<file path="config.mk">
export PLATFORM = sky130hd
export DESIGN_NAME = tlba_leaf_mem
export DESIGN_NICKNAME = d
export VERILOG_FILES = /design/src/rtl/two_level_bitmap_id_allocator_defines.svh /design/src/rtl/tlba_pkg.sv /design/src/rtl/tlba_leaf_mem.sv
export SDC_FILE = /design/constraint.sdc
export NUM_CORES = 2
export LEC_CHECK = 0
export BUFFER_PORTS_ARGS = -buffer_cell sky130_fd_sc_hd__buf_2
export CAP_MARGIN = 20
export CORE_UTILIZATION = 63
export DETAILED_ROUTE_END_ITERATION = 10
export HOLD_SLACK_MARGIN = 0.08
export PLACE_DENSITY_LB_ADDON = 0.12
export SLEW_MARGIN = 20
export SYNTH_ARGS = -nofsm -noshare
export SYNTH_HDL_FRONTEND = slang
export SYNTH_SLANG_ARGS = --single-unit
</file>
<file path="constraint.sdc">
create_clock -name clock -period 8.8 [get_ports clock]
set_clock_uncertainty 0.15 [all_clocks]
set_input_delay 1.32 -clock clock [delete_from_list [all_inputs] [get_ports clock]]
set_output_delay 1.32 -clock clock [all_outputs]
set_load 0.02 [all_outputs]
</file>
<file path="src/rtl/two_level_bitmap_id_allocator_defines.svh">
// Assertion helpers for the allocator RTL.
`ifndef TWO_LEVEL_BITMAP_ID_ALLOCATOR_DEFINES_SVH
`define TWO_LEVEL_BITMAP_ID_ALLOCATOR_DEFINES_SVH

// Check that the consequent holds in the same cycle as the antecedent.
`define TLBA_ASSERT_NOW(label, clk, rst, ante, cons, msg) \
   label: assert property (@(posedge clk) disable iff (rst) (ante) |-> (cons)) \
      else $error(msg);

// Check that the consequent holds in the cycle after the antecedent.
`define TLBA_ASSERT_NEXT(label, clk, rst, ante, cons, msg) \
   label: assert property (@(posedge clk) disable iff (rst) (ante) |=> (cons)) \
      else $error(msg);

`endif

</file>
<file path="src/rtl/tlba_pkg.sv">
package tlba_pkg;

   localparam int LEAF_COUNT = 64;
   localparam int LEAF_W     = 64;
   localparam int LEAF_AW    = 6;
   localparam int BIT_AW     = 6;
   localparam int ID_W       = 13;

   typedef enum logic [2:0] {
      MODE_ACQ_ANY   = 3'd0,
      MODE_ACQ_ID    = 3'd1,
      MODE_RELEASE   = 3'd2,
      MODE_QUERY     = 3'd3,
      MODE_CLEAR_ALL = 3'd4
   } mode_type;

   // Control from the sequencer to the leaf store.
   typedef struct packed {
      logic               rd_en;
      logic [LEAF_AW-1:0] rd_addr;
      logic               wr_en;
      logic [LEAF_AW-1:0] wr_addr;
      logic               clear;
   } mem_ctl_type;

   // Index of the lowest clear bit; the top bit is set when every bit is set.
   function automatic logic [BIT_AW:0] lowest_clear(input logic [LEAF_W-1:0] v);
      logic [BIT_AW:0] idx;
      idx = (BIT_AW+1)'(LEAF_W);
      for (int i = LEAF_W - 1; i >= 0; i--) begin
         if (!v[i]) begin
            idx = (BIT_AW+1)'(i);
         end
      end
      return idx;
   endfunction

endpackage

</file>
<file path="src/rtl/tlba_leaf_mem.sv">
module tlba_leaf_mem #(
   parameter int MAX_ID = 4096
) (
   input  logic                            clock,
   input  logic                            reset,
   input  tlba_pkg::mem_ctl_type           ctl,
   input  logic [tlba_pkg::LEAF_W-1:0]     wr_data,
   output logic [tlba_pkg::LEAF_W-1:0]     rd_data
);
   import tlba_pkg::*;

   localparam int FULL_LEAVES = MAX_ID / LEAF_W;
   localparam int PART_BITS   = MAX_ID % LEAF_W;
   localparam logic [LEAF_W-1:0] PartMask = ~((LEAF_W'(1) << PART_BITS) - LEAF_W'(1));

   // Word a leaf holds after reset: ids beyond MAX_ID read as taken.
   function automatic logic [LEAF_W-1:0] reset_word(input logic [LEAF_AW-1:0] w);
      logic [LEAF_W-1:0] word;
      if ({1'b0, w} < (LEAF_AW+1)'(FULL_LEAVES)) begin
         word = '0;
      end else if ({1'b0, w} == (LEAF_AW+1)'(FULL_LEAVES)) begin
         word = PartMask;
      end else begin
         word = '1;
      end
      return word;
   endfunction

   logic [LEAF_W-1:0]     mem [LEAF_COUNT];
   logic [LEAF_COUNT-1:0] vld_ff;
   logic [LEAF_W-1:0]     rd_word_ff;
   logic                  rd_vld_ff;
   logic [LEAF_AW-1:0]    rd_addr_ff;

   // Track which leaves were written since reset or the last clear.
   always_ff @(posedge clock) begin
      if (reset || ctl.clear) begin
         vld_ff <= '0;
      end else if (ctl.wr_en) begin
         vld_ff[ctl.wr_addr] <= 1'b1;
      end
   end

   // Write port.
   always_ff @(posedge clock) begin
      if (ctl.wr_en) begin
         mem[ctl.wr_addr] <= wr_data;
      end
   end

   // Registered read port; hold the last read until the next one.
   always_ff @(posedge clock) begin
      if (ctl.rd_en) begin
         rd_word_ff <= mem[ctl.rd_addr];
         rd_vld_ff  <= vld_ff[ctl.rd_addr];
         rd_addr_ff <= ctl.rd_addr;
      end
   end

   // Substitute the reset word for a leaf never written.
   assign rd_data = rd_vld_ff ? rd_word_ff : reset_word(rd_addr_ff);

endmodule

</file>
-- Yosys cells after proc, flatten, opt, wreduce, memory -nomap -nowiden
Memory sizes are Yosys's and may differ from the RTL's. A register that Yosys moved wholly into a read port is not among the register bits.
Cells that the tools add are included.
- flip-flop bits (word level): 65
- memory bits (writable): 4096
- input port bits: 81
- output and inout port bits: 64
- word-level logic and storage cells: 16
- memories kept: 1
- order comparisons: 3
- mux-type cells: 7
- bitwise logic cells: 1
- reduce and logical (&&, ||, !) cells: 2
- memory list (memory ; words ; bits a word ; rd ports ; clocked after Yosys merged registers in ; write ports ; RTL line ; text):
    mem ; 64 ; 64 ; 1 ; 1 ; 1 ; tlba_leaf_mem.sv:29 ; logic [LEAF_W-1:0] mem [LEAF_COUNT];
- operators by type and width (operator ; number):
    two-way mux 64 bit ; 1
    OR 64 bit ; 1
    less-than comparator 6 x 7 -> 1 bit, second input constant ; 2
    binary-select mux 1 bit (select 6 bit) ; 1
    demux 1 bit (select 6 bit) ; 1
    >= comparator 6 x 1 -> 1 bit, second input constant ; 1
    two-way mux 1 bit ; 4
    logical AND 1 bit ; 1
    logical OR 1 bit ; 1

-- Longest topological paths before layout
- depth in word-level cells: 5
- depth in mapped cells: 10
- mapped depth without buffers: 5

-- Worst setup path before layout
Ideal clock, no wire load.
- path type: input port to flip-flop
- start point: input ctl[7] (netlist name)
- end point: memory mem[40][0] (enable)
- library setup time: 567 ps
- arrival time: 6200 ps
- required time: 8083 ps
- setup slack: 1883 ps
- stages: 3
- path buffers: 0
- cells stage by stage: nor2b_1 nand3_1 nor3_1
- word-level cells in the longest chain between the ends: 2
- ends and longest elaborated chain (what ; RTL line ; text):
    from (decl) ; tlba_leaf_mem.sv:6 ; input tlba_pkg::mem_ctl_type ctl,
    two-way mux 1 bit ; tlba_leaf_mem.sv:46 ; if (ctl.wr_en) begin
    two-way mux 1 bit (not written as such) ; tlba_leaf_mem.sv:47 ; mem[ctl.wr_addr] <= wr_data;
    to (decl) ; tlba_leaf_mem.sv:29 ;
Every way passes these cells.

-- Final worst setup path
- start point: register rd_vld_ff
- end point: output rd_data[14] (netlist name)
- word-level cells in the longest chain between the ends: 1
- ends and longest elaborated chain (what ; RTL line ; text):
    from (decl) ; tlba_leaf_mem.sv:32 ; logic rd_vld_ff;
    from (signal assigned) ; tlba_leaf_mem.sv:55 ; rd_vld_ff <= vld_ff[ctl.rd_addr];
    two-way mux 64 bit ; tlba_leaf_mem.sv:61 ; assign rd_data = rd_vld_ff ? rd_word_ff : reset_word(rd_addr_ff);
    to (decl) ; tlba_leaf_mem.sv:8 ; output logic [tlba_pkg::LEAF_W-1:0] rd_data
Every way passes these cells.

==> flow_summary.ini <==
[layout]
syn2layout_area_growth_pct = 11.9
fillers = 14400
drive_gt1_frac = 0.273
nets = 7285

[synth]
avgSynthCellArea_um2 = 23.3
ys_seq_elements = 4225
ys_top_cells_by_area = edfxtp_1 (79%), mux4_2 (14%), o22ai_1 (1.5%)
synth_cell_types = 36
synthCells = 6831
synth_enable_flop_cells = 4161
synth_top_cell_by_area = edfxtp_1
synth_fp_nets = 6912
async_flop_share = 0
synth_top_area_share = 0.786
synth_most_common_cell = edfxtp_1
synthesis.area_um2 = 159000
synthFlopType = edfxtp_1
yosysWarnings = 0
synth_seq_area_share = 0.794
ys_top_cells_by_count = edfxtp_1 (4161), mux4_2 (999), o22ai_1 (376)

[critical_path]
cp.required_ns = 7.33
cp_max_fo = 53
startpoint_type = flop
timing_worst_setup_path_type = flop to output pin
end_kind = output pin
rrSetupSlack_ns = 6.15
crit_arrival_ns = 3.31
r2r_cells = 5

[floorplan]
core_area_um2 = 251000
die_x_um = 504
start_util = 0.633
dieArea_um2 = 254000
rows = 184
io_pins = 145
die_h_um = 504

[global_route]
grt_antenna_before_repair = 37
grt_pass1_wl_um = 619000
gr-usage-all-layers = 0.354
grt_pass1_vias = 79200
gr-total-overflow = 0
grt_max_degree = 106

[pwr]
p_leak_nw = 55.2
power.density_nw_per_um2 = 234
switching_power_w = 0.00869
switching_share = 0.209
vdd_drop_max_uv = 243
power_frac_clock = 0.416
power.internal_w = 0.0330
p_comb_frac = 0.046
pwr-share-seq = 0.537

[route]
vias = 80100
routedWlPerCell_um = 40.7
antenna_left = 0
wirelength_um = 444000
vias_per_cell = 7.35
dr.first_iter.drc_count = 12900
drc = 0
first_pass_iters = 5

[sta]
grt_setup_unrepaired = false
timing.slew.headroom = 0.160
drv_slew = 0
fmax_ghz = 0.209
hold_violations = 0
period_share = 0.543
min_period_ns = 4.78
max_slew.worst_pin.slew_ns = 1.26
setup_slack_ns = 4.02
setup_violations = 0
tns_ns = 0

[clocking]
path_clk_slew_ns = 0.06
clk-insertion-delay-late_ns = 1.00
cts_hold_buf = 0
cts_buffer_depth = 4
cts.sinks = 4225
tritoncts = yes
cts_buffers = 421
root_buffer = clkbuf_16
ctsResizeCount = 0
post_cts_buffers = 0
htreeDepth = 5

[flow_run]
max_cap_viol_count = 0

[min_path]
min_delay_path_depth = 1
hp-class = flop to flop

[place]
pre_cts_slack_ns = 3.38
dpl.hpwl_um = 230000
port_buffers = 144
routabilityCongestion = 0.826

[status]
status = finished, final reports clean
==> per-layer routing <==
metal | part of all wire | vias to the layer above | GRT usage
li1 | - | 30300 | -
met1 | 0.35 | 42500 | 0.493
met2 | 0.47 | 6149 | 0.548
met3 | 0.13 | 1204 | 0.0768
met4 | 0.053 | 32 | 0.162
met5 | 0.00058 | - | 0
==> flip-flops by register name (all words and copies together) (netlist names) <==
name	count
mem	4096
vld_ff	64
rd_vld_ff	1
rd_word_ff	64
==> per-stage QoR <==
step	total power, W	utilization	cell area (µm²)	std cells	hold slack, ns
final	0.0416	0.709	178000	10900	0.314
after CTS	0.0417	0.707	178000	10900	0.312
after detailed placement	0.0247	0.655	165000	10100	0.299
after global routing	0.0426	0.709	178000	10900	0.323
after floorplan	0.0238	-	159000	6831	0.285
after global placement	0.0247	0.655	164000	10100	0.291
==> worst paths after layout <==
path | start | to
max | rd_vld_ff | rd_data[14]
min reg2reg | vld_ff[60] | vld_ff[60]
max reg2reg | mem[34][7] | rd_word_ff[7]
min | vld_ff[60] | vld_ff[60]
==> cell families (layout without fill, tap and decap cells) <==
group / Yosys count / after routing / share of synthesized area
DFF: 4225 / 4225 / 0.794
muxes: 1143 / 1143 / 0.151
other: 0 / 29 / 0
and+or+nand+nor: 317 / 317 / 0.0107
buffers and inverters: 397 / 1094 / 0.0126
AOI/OAI and AO/OA: 749 / 749 / 0.0318
==> layout make-up <==
| class | instances | area, µm² | area share |
|---|---|---|---|
| repair buffers | 347 | 2980 | 0.0167 |
| well taps | 3348 | 4190 | 0.0235 |
| diodes | 29 | 72.6 | 0.000408 |
| clock inverters | 229 | 2130 | 0.0120 |
| flip-flops and latches | 4225 | 126000 | 0.709 |
| clock buffers | 518 | 11000 | 0.0620 |
| multi-input cells | 2209 | 31400 | 0.176 |
==> power groups by stage <==
stage	sequential [W]	clock (W)	combinational (W)
floorplan	0.0227	0	0.00109
global placement	0.0228	0	0.00187
detailed placement	0.0228	0	0.00191
CTS	0.0224	0.0174	0.00192
global route	0.0224	0.0182	0.00201
finish	0.0224	0.0173	0.00193
==> cell usage in the layout (no fill, tap or decap), types with 6 or more instances in the layout <==
| cell | netlist | routed |
|---|---|---|
| edfxtp_1 | 4161 | 4161 |
| mux4_2 | 999 | 999 |
| clkbuf_16 | 0 | 424 |
| o22ai_1 | 376 | 376 |
| buf_4 | 49 | 180 |
| o21a_1 | 117 | 117 |
| buf_2 | 122 | 115 |
| clkinv_1 | 0 | 95 |
| mux2i_1 | 92 | 92 |
| clkbuf_1 | 162 | 87 |
| clkinv_2 | 0 | 71 |
| and2_1 | 66 | 66 |
| o221ai_1 | 64 | 64 |
| dfxtp_1 | 64 | 64 |
| nor2_4 | 0 | 61 |
| a211oi_1 | 60 | 60 |
| nor4_1 | 57 | 57 |
| mux2_2 | 52 | 52 |
| buf_12 | 0 | 43 |
| a22oi_1 | 40 | 40 |
| bufinv_16 | 0 | 39 |
| nor2b_1 | 40 | 38 |
| diode_2 | 0 | 29 |
| o21ai_0 | 29 | 29 |
| o21ai_1 | 29 | 29 |
| nand3_1 | 22 | 21 |
| nand2_1 | 23 | 16 |
| a21oi_1 | 16 | 16 |
| nor2_1 | 73 | 12 |
| clkinvlp_4 | 0 | 11 |
| a31oi_1 | 8 | 8 |
| clkbuf_8 | 0 | 7 |
| nand2_4 | 0 | 6 |
| nand2b_1 | 14 | 6 |
| o211a_1 | 6 | 6 |
==> worst max-delay path, cell delays in order (launching register included) <==
cell and delay, ns:
edfxtp_1 0.82, buf_4 0.81, and2_1 0.46, buf_2 0.24
Note: power is estimated with default switching activity, not from simulation.
